### src/rtl/assert_macros.svh
// ----------------------------------------------------------------------------
// Assertion macros
// Shared concurrent assertion wrappers for the line rasterizer RTL.
// ----------------------------------------------------------------------------
`ifndef ASSERT_MACROS_SVH
`define ASSERT_MACROS_SVH

// Checked on every rising edge, muted while reset is high.
`define DDA_ASSERT(lbl, clk, rst, prop, msg) \
   lbl: assert property (@(posedge clk) disable iff (rst) prop) else $error(msg);

// Checked on every rising edge, reset included.
`define DDA_ASSERT_ALWAYS(lbl, clk, prop, msg) \
   lbl: assert property (@(posedge clk) prop) else $error(msg);

`endif

### src/rtl/dda_pkg.sv
// ----------------------------------------------------------------------------
// dda_pkg
// Types, constants and codes shared by the line rasterizer modules.
// ----------------------------------------------------------------------------
package dda_pkg;

   localparam int DDA_FRAC_BITS  = 16;   // default fraction bits of positions
   localparam int COORD_BITS     = 12;   // endpoint coordinate width (signed)
   localparam int PIX_W          = 11;   // pixel index / image size width

   localparam logic [PIX_W-1:0] IMAGE_ROWS_RST = PIX_W'(500);
   localparam logic [PIX_W-1:0] IMAGE_COLS_RST = PIX_W'(500);

   typedef enum logic {
      OP_LOAD = 1'b0,
      OP_STEP = 1'b1
   } op_type;

   typedef enum logic {
      CSR_IMAGE_ROWS = 1'b0,
      CSR_IMAGE_COLS = 1'b1
   } csr_index_type;

   typedef struct packed {
      op_type                        op;
      logic signed [COORD_BITS-1:0]  row_start;
      logic signed [COORD_BITS-1:0]  col_start;
      logic signed [COORD_BITS-1:0]  row_end;
      logic signed [COORD_BITS-1:0]  col_end;
   } req_word_type;

   typedef struct packed {
      logic [PIX_W-1:0] pixel_row;
      logic [PIX_W-1:0] pixel_col;
      logic             plot;
      logic             last;
   } rsp_word_type;

   // controller -> datapath
   typedef struct packed {
      logic load;        // latch endpoints, seed divider and accumulators
      logic advance;     // step word accepted
      logic div_run;     // one quotient bit this cycle
      logic div_first;   // first quotient bit (integer bit, no shift)
      logic commit;      // write signed increments
   } dda_cmd_type;

   // datapath -> controller
   typedef struct packed {
      logic out_full;    // result register holds an unsent word
   } dda_status_type;

endpackage

### src/rtl/dda_div_lane.sv
// ----------------------------------------------------------------------------
// dda_div_lane
// Restoring divider, one quotient bit per cycle: (mag << FRAC_BITS) / divisor.
// ----------------------------------------------------------------------------
module dda_div_lane #(
   parameter int FRAC_BITS = dda_pkg::DDA_FRAC_BITS
) (
   input  logic                              clock,
   input  logic                              load,
   input  logic                              run,
   input  logic                              first,
   input  logic [dda_pkg::COORD_BITS-1:0]    dividend_mag,
   input  logic [dda_pkg::COORD_BITS-1:0]    divisor,
   output logic [FRAC_BITS:0]                quotient
);
   import dda_pkg::*;

   logic [COORD_BITS:0] rem_ff, rem_in;
   logic [FRAC_BITS:0]  quo_ff, quo_in;
   logic [COORD_BITS:0] trial;
   logic                fits;

   // rem < divisor after the first bit, so the shift never overflows
   always_comb begin
      trial  = first ? rem_ff : {rem_ff[COORD_BITS-1:0], 1'b0};
      fits   = trial >= {1'b0, divisor};
      rem_in = fits ? trial - {1'b0, divisor} : trial;
      quo_in = {quo_ff[FRAC_BITS-1:0], fits};
   end

   always_ff @(posedge clock) begin
      if (load) begin
         rem_ff <= {1'b0, dividend_mag};
      end else if (run) begin
         rem_ff <= rem_in;
         quo_ff <= quo_in;
      end
   end

   assign quotient = quo_ff;

endmodule

### src/rtl/dda_ctrl.sv
// ----------------------------------------------------------------------------
// dda_ctrl
// Sequencer: accepts words, runs the increment division, commits the result.
// ----------------------------------------------------------------------------
`include "assert_macros.svh"

module dda_ctrl #(
   parameter int FRAC_BITS = dda_pkg::DDA_FRAC_BITS
) (
   input  logic                    clock,
   input  logic                    reset,
   input  logic                    req_valid,
   input  dda_pkg::op_type         req_op,
   input  logic                    rsp_stall,
   input  dda_pkg::dda_status_type status,
   output logic                    req_stall,
   output dda_pkg::dda_cmd_type    cmd
);
   import dda_pkg::*;

   localparam int CNT_W = $clog2(FRAC_BITS + 1);
   localparam logic [CNT_W-1:0] CNT_LAST = CNT_W'(FRAC_BITS);

   typedef enum logic [2:0] {
      ST_IDLE = 3'b001,
      ST_DIV  = 3'b010,
      ST_DONE = 3'b100
   } state_type;

   state_type        state_ff, state_in;
   logic [CNT_W-1:0] cnt_ff, cnt_in;
   logic             accept;

   assign req_stall = (state_ff != ST_IDLE) || (status.out_full && rsp_stall);
   assign accept    = req_valid && !req_stall;

   always_comb begin
      state_in      = state_ff;
      cnt_in        = cnt_ff;
      cmd           = '0;
      unique case (state_ff)
         ST_IDLE: begin
            cmd.load    = accept && (req_op == OP_LOAD);
            cmd.advance = accept && (req_op == OP_STEP);
            if (cmd.load) begin
               state_in = ST_DIV;
               cnt_in   = '0;
            end
         end
         ST_DIV: begin
            cmd.div_run   = 1'b1;
            cmd.div_first = (cnt_ff == '0);
            cnt_in        = cnt_ff + 1'b1;
            if (cnt_ff == CNT_LAST) begin
               state_in = ST_DONE;
            end
         end
         ST_DONE: begin
            cmd.commit = 1'b1;
            state_in   = ST_IDLE;
         end
         default: begin
            state_in = ST_IDLE;
         end
      endcase
   end

   always_ff @(posedge clock) begin
      if (reset) begin
         state_ff <= ST_IDLE;
         cnt_ff   <= '0;
      end else begin
         state_ff <= state_in;
         cnt_ff   <= cnt_in;
      end
   end

   `DDA_ASSERT(a_busy_stalls, clock, reset, (state_ff != ST_IDLE) |-> req_stall, "word taken while busy")
   `DDA_ASSERT(a_load_divides, clock, reset, cmd.load |=> (state_ff == ST_DIV && cnt_ff == '0), "load did not start division")
   `DDA_ASSERT(a_div_ends, clock, reset, (state_ff == ST_DIV && cnt_ff == CNT_LAST) |=> cmd.commit, "division did not end in commit")

endmodule

### src/rtl/dda_datapath.sv
// ----------------------------------------------------------------------------
// dda_datapath
// Endpoint setup, two divider lanes, DDA accumulators, bounds test, result reg.
// ----------------------------------------------------------------------------
`include "assert_macros.svh"

module dda_datapath #(
   parameter int FRAC_BITS = dda_pkg::DDA_FRAC_BITS
) (
   input  logic                          clock,
   input  logic                          reset,
   input  dda_pkg::dda_cmd_type          cmd,
   output dda_pkg::dda_status_type       status,
   input  dda_pkg::req_word_type         req_data,
   input  logic                          csr_we,
   input  dda_pkg::csr_index_type        csr_index,
   input  logic [dda_pkg::PIX_W-1:0]     csr_wdata,
   output logic                          rsp_valid,
   input  logic                          rsp_stall,
   output dda_pkg::rsp_word_type         rsp_data
);
   import dda_pkg::*;

   localparam int AW = COORD_BITS + FRAC_BITS + 1;   // position
   localparam int SW = FRAC_BITS + 2;                // increment
   localparam logic [AW-1:0] HALF = AW'(1) << (FRAC_BITS - 1);

   logic [PIX_W-1:0]         rows_ff, cols_ff;
   logic signed [AW-1:0]     row_acc_ff, col_acc_ff, row_acc_in, col_acc_in;
   logic signed [SW-1:0]     row_inc_ff, col_inc_ff;
   logic [COORD_BITS-1:0]    left_ff;
   logic [COORD_BITS-1:0]    divisor_ff;
   logic                     row_neg_ff, col_neg_ff, zero_ff;
   logic                     rsp_valid_ff;
   rsp_word_type             rsp_data_ff, rsp_data_in;

   logic signed [COORD_BITS:0] d_row, d_col;
   logic [COORD_BITS-1:0]      m_row, m_col, n_max;
   logic [FRAC_BITS:0]         q_row, q_col;
   logic [AW-1:0]              v_row, v_col;
   logic [COORD_BITS:0]        pix_row, pix_col;
   logic                       in_row, in_col, emit;

   // ---- load setup
   always_comb begin
      d_row = {req_data.row_end[COORD_BITS-1], req_data.row_end}
            - {req_data.row_start[COORD_BITS-1], req_data.row_start};
      d_col = {req_data.col_end[COORD_BITS-1], req_data.col_end}
            - {req_data.col_start[COORD_BITS-1], req_data.col_start};
      m_row = d_row[COORD_BITS] ? COORD_BITS'(-d_row) : d_row[COORD_BITS-1:0];
      m_col = d_col[COORD_BITS] ? COORD_BITS'(-d_col) : d_col[COORD_BITS-1:0];
      n_max = (m_row > m_col) ? m_row : m_col;
   end

   dda_div_lane #(.FRAC_BITS(FRAC_BITS)) u_div_row (
      .clock(clock), .load(cmd.load), .run(cmd.div_run), .first(cmd.div_first),
      .dividend_mag(m_row), .divisor(divisor_ff), .quotient(q_row)
   );

   dda_div_lane #(.FRAC_BITS(FRAC_BITS)) u_div_col (
      .clock(clock), .load(cmd.load), .run(cmd.div_run), .first(cmd.div_first),
      .dividend_mag(m_col), .divisor(divisor_ff), .quotient(q_col)
   );

   // ---- step: advance, round, bounds test
   always_comb begin
      row_acc_in = row_acc_ff + {{(AW-SW){row_inc_ff[SW-1]}}, row_inc_ff};
      col_acc_in = col_acc_ff + {{(AW-SW){col_inc_ff[SW-1]}}, col_inc_ff};
      v_row      = row_acc_in + HALF;
      v_col      = col_acc_in + HALF;
      pix_row    = v_row[AW-1:FRAC_BITS];       // floor via arithmetic shift
      pix_col    = v_col[AW-1:FRAC_BITS];
      in_row     = !pix_row[COORD_BITS] &&
                   (pix_row[COORD_BITS-1:0] < {{(COORD_BITS-PIX_W){1'b0}}, rows_ff});
      in_col     = !pix_col[COORD_BITS] &&
                   (pix_col[COORD_BITS-1:0] < {{(COORD_BITS-PIX_W){1'b0}}, cols_ff});
      rsp_data_in.plot      = in_row && in_col;
      rsp_data_in.pixel_row = rsp_data_in.plot ? pix_row[PIX_W-1:0] : '0;
      rsp_data_in.pixel_col = rsp_data_in.plot ? pix_col[PIX_W-1:0] : '0;
      rsp_data_in.last      = (left_ff == COORD_BITS'(1));
      emit       = cmd.advance && (left_ff != '0);
   end

   // ---- control state
   always_ff @(posedge clock) begin
      if (reset) begin
         rows_ff      <= IMAGE_ROWS_RST;
         cols_ff      <= IMAGE_COLS_RST;
         left_ff      <= '0;
         rsp_valid_ff <= 1'b0;
      end else begin
         if (csr_we) begin
            unique case (csr_index)
               CSR_IMAGE_ROWS: rows_ff <= csr_wdata;
               CSR_IMAGE_COLS: cols_ff <= csr_wdata;
               default:        rows_ff <= rows_ff;
            endcase
         end
         if (cmd.load) begin
            left_ff <= n_max;
         end else if (emit) begin
            left_ff <= left_ff - 1'b1;
         end
         if (emit) begin
            rsp_valid_ff <= 1'b1;
         end else if (!rsp_stall) begin
            rsp_valid_ff <= 1'b0;
         end
      end
   end

   // ---- payload
   always_ff @(posedge clock) begin
      if (cmd.load) begin
         row_acc_ff <= {req_data.row_start[COORD_BITS-1], req_data.row_start,
                        {FRAC_BITS{1'b0}}};
         col_acc_ff <= {req_data.col_start[COORD_BITS-1], req_data.col_start,
                        {FRAC_BITS{1'b0}}};
         divisor_ff <= n_max;
         row_neg_ff <= d_row[COORD_BITS];
         col_neg_ff <= d_col[COORD_BITS];
         zero_ff    <= (n_max == '0);
      end else if (emit) begin
         row_acc_ff <= row_acc_in;
         col_acc_ff <= col_acc_in;
      end
      if (cmd.commit) begin
         row_inc_ff <= zero_ff ? '0 : (row_neg_ff ? -{1'b0, q_row} : {1'b0, q_row});
         col_inc_ff <= zero_ff ? '0 : (col_neg_ff ? -{1'b0, q_col} : {1'b0, q_col});
      end
      if (emit) begin
         rsp_data_ff <= rsp_data_in;
      end
   end

   assign status.out_full = rsp_valid_ff;
   assign rsp_valid       = rsp_valid_ff;
   assign rsp_data        = rsp_data_ff;

   `DDA_ASSERT(a_idle_step_silent, clock, reset, (cmd.advance && left_ff == '0 && !rsp_valid_ff) |=> !rsp_valid_ff, "word produced with no line pending")
   `DDA_ASSERT(a_step_counts, clock, reset, emit |=> (left_ff == $past(left_ff) - 1'b1), "step count not decremented")
   `DDA_ASSERT(a_last_ends_line, clock, reset, (emit && rsp_data_in.last) |=> (left_ff == '0), "last word left steps pending")

endmodule

### src/rtl/dda_line_rasterizer_unit.sv
// ----------------------------------------------------------------------------
// dda_line_rasterizer_unit
// DDA line generator: load endpoints, then emit one rounded pixel per step while steps remain.
// ----------------------------------------------------------------------------
//
//   channel  dir  handshake             word
//   req_     in   req_valid/req_stall   op, row/col start, row/col end
//   rsp_     out  rsp_valid/rsp_stall   pixel_row, pixel_col, plot, last
//   csr_     in   csr_we                csr_index, csr_wdata (11 bits)
//
// Flow: step words can follow back to back while rsp_ drains. After a load word,
//   no word is taken until the increments are done: they come from a restoring
//   divider, one bit per cycle, and are then committed.
// Reset: synchronous; image size returns to 500 x 500, no line pending.
// Stalls: rsp_ has a one-word output register; req_ stalls while it is full
//   and stalled, and while a load is being divided and committed.
// ----------------------------------------------------------------------------
module dda_line_rasterizer_unit #(
   parameter int FRAC_BITS = dda_pkg::DDA_FRAC_BITS
) (
   input  logic                       clock,
   input  logic                       reset,
   // request words
   input  logic                       req_valid,
   output logic                       req_stall,
   input  dda_pkg::req_word_type      req_data,
   // result words
   output logic                       rsp_valid,
   input  logic                       rsp_stall,
   output dda_pkg::rsp_word_type      rsp_data,
   // register writes
   input  logic                       csr_we,
   input  dda_pkg::csr_index_type     csr_index,
   input  logic [dda_pkg::PIX_W-1:0]  csr_wdata
);
   import dda_pkg::*;

   dda_cmd_type    cmd;
   dda_status_type status;

   // sequencer: word acceptance and divide sequencing
   dda_ctrl #(.FRAC_BITS(FRAC_BITS)) u_ctrl (
      .clock     (clock),
      .reset     (reset),
      .req_valid (req_valid),
      .req_op    (req_data.op),
      .rsp_stall (rsp_stall),
      .status    (status),
      .req_stall (req_stall),
      .cmd       (cmd)
   );

   // datapath: setup, dividers, accumulators, result register
   dda_datapath #(.FRAC_BITS(FRAC_BITS)) u_datapath (
      .clock     (clock),
      .reset     (reset),
      .cmd       (cmd),
      .status    (status),
      .req_data  (req_data),
      .csr_we    (csr_we),
      .csr_index (csr_index),
      .csr_wdata (csr_wdata),
      .rsp_valid (rsp_valid),
      .rsp_stall (rsp_stall),
      .rsp_data  (rsp_data)
   );

endmodule

### config.mk
export PLATFORM = sky130hd
export DESIGN_NAME = dda_line_rasterizer_unit
export DESIGN_NICKNAME = d
export VERILOG_FILES = /design/src/rtl/dda_pkg.sv /design/src/rtl/dda_div_lane.sv /design/src/rtl/dda_ctrl.sv /design/src/rtl/dda_datapath.sv /design/src/rtl/dda_line_rasterizer_unit.sv
export VERILOG_INCLUDE_DIRS = /design/src /design/src/rtl
export SDC_FILE = /design/constraint.sdc
export NUM_CORES = 1
export LEC_CHECK = 0
export BUFFER_PORTS_ARGS = -buffer_cell sky130_fd_sc_hd__buf_4
export CORE_MARGIN = 4
export CORE_UTILIZATION = 60
export CTS_BUF_LIST = sky130_fd_sc_hd__clkbuf_8
export DETAILED_ROUTE_END_ITERATION = 10
export GPL_ROUTABILITY_DRIVEN = 0
export PLACE_DENSITY = 0.78
export SYNTH_ARGS = -nofsm -noshare
export SYNTH_HDL_FRONTEND = slang
export SYNTH_SLANG_ARGS = --single-unit
### constraint.sdc
create_clock -name clock -period 8.94 [get_ports clock]
set_clock_uncertainty 0.2 [all_clocks]
set_input_delay 0.447 -clock clock [delete_from_list [all_inputs] [get_ports clock]]
set_output_delay 0.447 -clock clock [all_outputs]
set_load 0.005 [all_outputs]
# Word level (Yosys, flattened, before mapping)
# Index checks and enable logic that the tools add are counted.
[op_classes]
reduce_logical = 25
n_eq_ne = 9
addsub = 14
n_bitwise = 5
mux = 29
n_lt_le_gt_ge = 5
[op_table]
columns = ["cell", "n"]
rows = [
  ["29-bit 2-to-1 mux", 4],
  ["12-bit 2-to-1 mux", 9],
  ["29-bit by 16-bit adder with 29-bit output, second input constant", 2],
  ["29-bit adder", 2],
  ["13-bit 2-to-1 mux", 4],
  ["17-bit negation with 18-bit output", 2],
  ["17-bit 2-to-1 mux", 2],
  ["13-bit by 12-bit >= comparator with 1-bit output", 2],
  ["12-bit by 12-bit subtractor with 13-bit output", 2],
  ["13-bit by 12-bit subtractor with 13-bit output", 2],
  ["12-bit by 11-bit less-than comparator with 1-bit output", 2],
  ["12-bit negation", 2],
  ["12-bit by 1-bit equality test with 1-bit output, second input constant", 1],
  ["12-bit > comparator", 1],
  ["12-bit zero test", 1],
  ["12-bit nonzero test", 1],
  ["12-bit by 1-bit subtractor with 12-bit output, second input constant", 1],
  ["5-bit one-hot mux with 2 select lines", 1],
  ["2-bit AND reduction", 5],
  ["1-bit logical AND", 8],
  ["3-bit 2-to-1 mux", 2],
  ["2-bit by 1-bit inequality test with 1-bit output, second input constant", 3],
  ["3-bit one-hot mux with 2 select lines", 1],
  ["2-bit nonzero test", 3],
  ["14 further kinds", 24],
]
[totals]
input_bits = 66
wordCells = 115
output_inout_bits = 26
register_bits = 236

# Depth between registers and ports, before layout
[logic_depth]
ltp_word = 9
ltp_mapped = 24
mapped_depth_nobuf = 22

# Hierarchy
# A second synthesis with hierarchy kept.
[hier_totals]
cells_unflattened = 1937
hier_area_um2 = 17611.9
[by_module_without_submodules]
columns = ["module", "seq_area_each_um2", "area_each_um2", "cells_per_inst", "instances"]
rows = [
  ["dda_datapath", 4374.2, 13026.2, 1478, 1],
  ["dda_div_lane", 890.9, 2077.0, 202, 2],
  ["dda_ctrl", 160.2, 431.7, 55, 1],
]

# Least setup slack after synthesis
# No wires, ideal clock.
[synth_path]
path_type = "register to register"
start = "reg u_ctrl.state_ff[0]"
end = "reg u_datapath.u_div_col.rem_ff[10] (data pin)"
setup_time_ps = 277
n_path_buf = 3
setup_slack_ps = 3333
t_arrival_ps = 5130
required_ps = 8463
stages_incl_launch_ff = 21
synth_period_minus_slack_ps = 5607
path_cell_list = "dfxtp_1 -> nand2b_1 -> or2_2 -> clkbuf_1 -> inv_1 -> nand2_1 -> nor2_2 -> clkbuf_1 -> mux2_2 -> ha_1 -> nor2b_1 -> o21ai_0 -> a21boi_0 -> o21ai_0 -> a21oi_1 -> o21a_1 -> o31a_1 -> o41a_1 -> buf_2 -> mux2i_1 -> mux2i_1"
[synth_via]
elab_chain_cells = 7
elab_cells_between_ends = 15
cone_classes = "1 x add/sub; 1 x order compare; 3 x eq/ne; 6 x mux; 4 x reduce/logical"
[synth_rtl]
columns = ["item", "line_no", "text"]
rows = [
  ["start: declaration", "dda_ctrl.sv:30", "state_type state_ff, state_in;"],
  ["start signal: assignment", "dda_ctrl.sv:73", "state_ff <= state_in;"],
  ["3-bit by 2-bit equality test with 1-bit output", "dda_ctrl.sv:41", "unique case (state_ff)"],
  ["2-bit 2-to-1 mux", "dda_ctrl.sv:41", ""],
  ["13-bit 2-to-1 mux", "dda_div_lane.sv:25", "trial = first ? rem_ff : {rem_ff[COORD_BITS-1:0], 1'b0};"],
  ["13-bit by 12-bit >= comparator with 1-bit output", "dda_div_lane.sv:26", "fits = trial >= {1'b0, divisor};"],
  ["named net u_datapath.u_div_col.fits", "dda_div_lane.sv:21", "logic fits;"],
  ["13-bit 2-to-1 mux", "dda_div_lane.sv:27", "rem_in = fits ? trial - {1'b0, divisor} : trial;"],
  ["12-bit 2-to-1 mux", "dda_div_lane.sv:34", "end else if (run) begin"],
  ["12-bit 2-to-1 mux", "dda_div_lane.sv:32", "if (load) begin"],
  ["end signal: assignment", "dda_div_lane.sv:33", "rem_ff <= {1'b0, dividend_mag};"],
  ["end signal: assignment", "dda_div_lane.sv:35", "rem_ff <= rem_in;"],
  ["end: declaration", "dda_div_lane.sv:18", "logic [COORD_BITS:0] rem_ff, rem_in;"],
]
# The timed path passes the listed nets, and every way through them passes these cells. The select of a mux whose other input is x is not followed.
# A chain may end at the register's enable or synchronous reset.

# Worst setup path after layout
[layout_path]
start = "in req_data[24] in the netlist's numbering"
end = "reg u_datapath.zero_ff (data pin)"
[layout_via]
elab_chain_cells = 6
[layout_rtl]
columns = ["item", "line_no", "text"]
rows = [
  ["start: declaration", "dda_line_rasterizer_unit.sv:26", "input dda_pkg::req_word_type req_data,"],
  ["12-bit by 12-bit subtractor with 13-bit output *", "dda_datapath.sv:49", "- {req_data.col_start[COORD_BITS-1], req_data.col_start};"],
  ["12-bit negation", "dda_datapath.sv:51", "m_col = d_col[COORD_BITS] ? COORD_BITS'(-d_col) : d_col[COORD_BITS-1:0];"],
  ["12-bit 2-to-1 mux *", "dda_datapath.sv:51", ""],
  ["12-bit > comparator", "dda_datapath.sv:52", "n_max = (m_row > m_col) ? m_row : m_col;"],
  ["12-bit 2-to-1 mux *", "dda_datapath.sv:52", ""],
  ["named net u_datapath.n_max[7]", "dda_datapath.sv:38", "logic [COORD_BITS-1:0] m_row, m_col, n_max;"],
  ["12-bit zero test *", "dda_datapath.sv:122", "zero_ff <= (n_max == '0);"],
  ["end signal: assignment", "dda_datapath.sv:122", ""],
  ["end: declaration", "dda_datapath.sv:33", "logic row_neg_ff, col_neg_ff, zero_ff;"],
]
# Mark *: on every way through the listed nets, which the timed path passes. The rest lies on a longest branch.

==> impl_metrics.xml <==
<?xml version="1.0" encoding="UTF-8"?>
<metrics>
  <group name="cells_and_area">
    <metric name="stdcell_count" unit="">2415</metric>
    <metric name="area_growth" unit="%">11.5</metric>
    <metric name="antennaDiodeCount" unit="">0</metric>
    <metric name="final_core_util" unit="%">68.0</metric>
    <metric name="fill_cells" unit="">2289</metric>
    <metric name="mostFrequentLayoutCell" unit="">nand2_1</metric>
    <metric name="drive_above_1_share" unit="%">12.9</metric>
    <metric name="final_net_count" unit="">2217</metric>
    <metric name="layout_common_cells" unit="">nand2_1 (167), edfxtp_1 (159), nor2_1 (157)</metric>
  </group>
  <group name="yosys">
    <metric name="synth_area_leader_cell" unit="">edfxtp_1</metric>
    <metric name="synth.top_cell.area_share" unit="%">27.3</metric>
    <metric name="ys_seq_elements" unit="">236</metric>
    <metric name="postSynth.topFlopCell" unit="">edfxtp_1</metric>
    <metric name="fraction_of_registers_with_async_set_or_reset_after_synthesis" unit="%">0</metric>
    <metric name="synthesis.area_per_instance" unit="um^2">9.17</metric>
    <metric name="yosys_warnings" unit="">0</metric>
    <metric name="ys_seq_area_share" unit="%">36.1</metric>
    <metric name="total_standard_cell_area_after_synthesis" unit="um^2">17500</metric>
    <metric name="yosysUniqueCellTypes" unit="">100</metric>
    <metric name="synth-edff-count" unit="">159</metric>
    <metric name="synthesis.instances" unit="">1908</metric>
    <metric name="synth.top_cells.by_area" unit="">edfxtp_1 (27%), ha_1 (11%), dfxtp_1 (8.8%)</metric>
    <metric name="syn_nets" unit="">2127</metric>
  </group>
  <group name="grt">
    <metric name="gr-usage-all-layers" unit="%">28.6</metric>
    <metric name="initial_antenna_violation_count" unit="">1</metric>
    <metric name="grt.overflow.total" unit="">0</metric>
    <metric name="number_of_global_route_vias_before_repair" unit="">14447</metric>
    <metric name="grt_max_degree" unit="">85</metric>
    <metric name="wire_length_of_the_first_global_routing_pass" unit="mm">73.5</metric>
  </group>
  <group name="worst_setup_path">
    <metric name="internal_reg_to_reg_setup_slack" unit="ps">2850</metric>
    <metric name="critPathKind" unit="">input pin to register</metric>
    <metric name="ordered_cell_list_for_the_critical_path" unit="">dlygate4sd3_1 -&gt; buf_4 -&gt; ha_1 -&gt; fa_1 -&gt; nor2b_1 -&gt; o31a_1 -&gt; o311a_1 -&gt; o211a_1 -&gt; nor2_1 -&gt; o21ai_0 -&gt; xnor2_1 -&gt; inv_1 -&gt; ha_1 -&gt; nand4_1 -&gt; or2_2 -&gt; a21oi_1 -&gt; o22a_1 -&gt; inv_2 -&gt; mux2i_1 -&gt; or4_1 -&gt; nor4_1</metric>
    <metric name="cpLargestDelayFamily" unit="">simple AND/OR/NAND/NOR gates</metric>
    <metric name="critPathBufInv" unit="">4</metric>
    <metric name="cp_max_fo" unit="">11</metric>
    <metric name="timing.rr.end" unit="">u_datapath.rsp_data[13]</metric>
    <metric name="critical-path-max-stage-delay" unit="ps">590</metric>
    <metric name="timing.rr.start" unit="">u_datapath.col_inc_ff[0]</metric>
    <metric name="critical_path.slowest_cell" unit="">or4_1</metric>
    <metric name="crit_path_end_kind" unit="">register</metric>
    <metric name="r2r.worst_path.cells" unit="">17</metric>
    <metric name="critPathRequiredTime" unit="ps">9110</metric>
    <metric name="startpoint_type_of_the_worst_setup_path" unit="">input pin</metric>
    <metric name="path_common_cell" unit="">ha_1</metric>
    <metric name="crit_arrival" unit="ps">6280</metric>
  </group>
  <group name="min_path">
    <metric name="hold_end" unit="">u_datapath.col_acc_ff[28]</metric>
    <metric name="worstHoldPathType" unit="">input pin to register</metric>
    <metric name="timing.hold.worst.start" unit="">req_data[35]</metric>
    <metric name="whs_path_depth" unit="">2</metric>
  </group>
  <group name="floorplan">
    <metric name="die-height" unit="um">179</metric>
    <metric name="std_cell_rows" unit="">62</metric>
    <metric name="total_i_o_pin_count" unit="">92</metric>
    <metric name="die_area" unit="um^2">32000</metric>
    <metric name="starting_density_of_the_core" unit="%">61.0</metric>
    <metric name="placeableCoreArea" unit="um^2">28700</metric>
    <metric name="die-width" unit="um">179</metric>
  </group>
  <group name="status">
    <metric name="status" unit="">completed</metric>
  </group>
  <group name="timing">
    <metric name="fin_crit_sh" unit="%">68.4</metric>
    <metric name="final_period_minus_worst_setup_slack" unit="ps">6120</metric>
    <metric name="slew_headroom" unit="%">16.7</metric>
    <metric name="setup_violations" unit="">0</metric>
    <metric name="timing_worst_slew_pin_value" unit="ps">1250</metric>
    <metric name="max_freq" unit="MHz">164</metric>
    <metric name="setup-tns-final" unit="ps">0</metric>
    <metric name="grt_setup_unrepaired" unit="">no</metric>
    <metric name="slew_violations" unit="">0</metric>
    <metric name="finalHoldViolations" unit="">0</metric>
  </group>
  <group name="drt">
    <metric name="firstDrtPassIters" unit="">8</metric>
    <metric name="num_vias" unit="">15197</metric>
    <metric name="post-route-drc-count" unit="">0</metric>
    <metric name="drtAntennaViolNets" unit="">0</metric>
    <metric name="post_drt_via_cell_ratio" unit="">6.29</metric>
    <metric name="wl_per_cell" unit="um">19.3</metric>
    <metric name="initialDrtViolationCount" unit="">1335</metric>
    <metric name="wl" unit="mm">46.5</metric>
  </group>
  <group name="clock_tree">
    <metric name="clkLatencyLatePin" unit="ps">580</metric>
    <metric name="cts_tree" unit="">yes</metric>
    <metric name="cts_made_buffers" unit="">42</metric>
    <metric name="ctsLongestPathBuffers" unit="">3</metric>
    <metric name="cts_root_buffer" unit="">clkbuf_8</metric>
    <metric name="cts_sinks" unit="">236</metric>
    <metric name="clock_input_transition_at_the_sequential_cells_of_the_worst_setup_and_hold_paths" unit="ps">60</metric>
    <metric name="cts_htree_levels" unit="">2</metric>
  </group>
  <group name="placement">
    <metric name="post_detail_place_hpwl" unit="mm">34.4</metric>
    <metric name="io_buffer_count" unit="">91</metric>
    <metric name="placedCellCount" unit="">2325</metric>
  </group>
  <group name="flow_run">
    <metric name="max_cap_viol_count" unit="">0</metric>
  </group>
  <group name="power_and_ir_drop">
    <metric name="vdd_ir_drop_max" unit="uV">226</metric>
    <metric name="p_per_area" unit="nW/um^2">267</metric>
    <metric name="leakagePower" unit="uW">0.00807</metric>
  </group>
</metrics>
==> synth_stat cells (all sizes together), types with 8 or more instances <==
cell type,n
nor3b,10
nand4,24
o22ai,10
o21a,17
a31oi,20
buf,26
xor2,75
o31ai,18
or2,11
and2,13
nor4,16
nand2b,19
and3,14
o41ai,11
edfxtp,159
o21ai,134
o31a,9
nand3b,8
dfxtp,77
o211ai,19
nand3,67
a211o,12
mux2i,42
a21o,36
a21oi,135
nand2,167
nor2b,25
a221oi,10
mux2,29
inv,114
a211oi,15
nor4b,9
clkbuf,46
nor2,158
ha,147
nor3,54
xnor2,60
==> worst max-delay path by stage <==
stage	startpoint	endpoint	depth (start not counted)
floorplan	u_ctrl.state_ff[0]	u_datapath.u_div_col.rem_ff[10]	20
global placement	u_datapath.col_inc_ff[0]	u_datapath.rsp_data[19]	19
detailed placement	req_data[37]	u_datapath.zero_ff	21
CTS	u_datapath.col_inc_ff[0]	u_datapath.rsp_data[13]	17
global route	u_datapath.col_inc_ff[0]	u_datapath.rsp_data[19]	19
finish	req_data[24]	u_datapath.zero_ff	21
==> metrics by stage <==
step | cell area (um^2) | setup WS (ps) | total power (uW) | hold WS, ps
6_report | 19500 | 2820 | 5220 | 43.6
4_1_cts | 19500 | 2940 | 5180 | 15.4
3_5_place_dp | 18500 | 2940 | 4050 | 252
2_1_floorplan | 17500 | 3330 | 3430 | 220
3_3_place_gp | 18500 | 3050 | 3970 | 242
5_1_grt | 19500 | 2450 | 5550 | 22.1
==> where the power goes <==
group | total [uW] | switching [uW] | leakage, uW | internal, uW
Combinational | 2610 | 1610 | 0.00544 | 1010
Clock | 1100 | 473 | 0.000521 | 626
Sequential | 1500 | 105 | 0.00211 | 1400
Total | 5220 | 2190 | 0.00807 | 3030
==> repair_timing <==
item,4_1_cts,5_1_grt
setup endpoints to repair,0,0
endpoints found under the hold margin,24,0
setup buffers,0,0
gates resized for setup,0,0
hold buffers,13,0
==> final cells by class <==
cell class / count / area [um^2] / share of cell area, %
multi-input cells: 1486 / 10400 / 53.5
flip-flops and latches: 236 / 6320 / 32.4
repair buffers: 118 / 918 / 4.71
clock buffers: 53 / 729 / 3.74
well taps: 384 / 480 / 2.46
inverters: 114 / 428 / 2.19
clock inverters: 24 / 194 / 0.994
==> registers in the layout, indices dropped and copies added (netlist names), 5 cells and up <==
signal,flops
u_datapath.u_div_col.rem_ff,13
u_datapath.divisor_ff,12
u_ctrl.cnt_ff,5
u_datapath.rsp_data,24
u_datapath.row_acc_ff,29
u_datapath.col_inc_ff,18
u_datapath.rows_ff,11
u_datapath.u_div_row.quotient,17
u_datapath.cols_ff,11
u_datapath.col_acc_ff,29
u_datapath.left_ff,12
u_datapath.u_div_col.quotient,17
u_datapath.u_div_row.rem_ff,13
u_datapath.row_inc_ff,18
==> worst register-to-register path, cell delays in order, from the launching register on <==
cell and delay [ps]:
edfxtp_1 360, ha_1 250, fa_1 450, a211oi_1 340
o211ai_1 240, a22oi_1 300, nand2_1 120, xnor2_1 450
nand4_1 330, or4_1 520, xor2_1 230, ha_1 260
o21ai_0 160, a21oi_1 50, o21ai_0 150, a21oi_1 170
or4_1 880, nor4b_1 410
==> cell families (layout without fill, tap and decap cells) <==
family / count (synthesis) / in the layout / share of synthesized area (%)
AO/OA/AOI/OAI: 506 / 506 / 19.2
XOR/XNOR: 135 / 135 / 6.80
adder cells (fa/ha/maj): 153 / 153 / 11.2
buffers and inverters: 186 / 309 / 4.36
flip-flops: 236 / 236 / 36.1
multiplexers: 71 / 71 / 4.27
AND/OR/NAND/NOR: 621 / 621 / 18.0
==> metal layers <==
metal	vias to the layer above	share of wire [%]	global-route usage, %
li1	7232	-	-
met1	7201	43	38.2
met2	653	46	46.9
met3	111	7.9	5.46
met4	0	3.4	9.27
met5	-	0	0
Power figures use the tool's default switching activity.
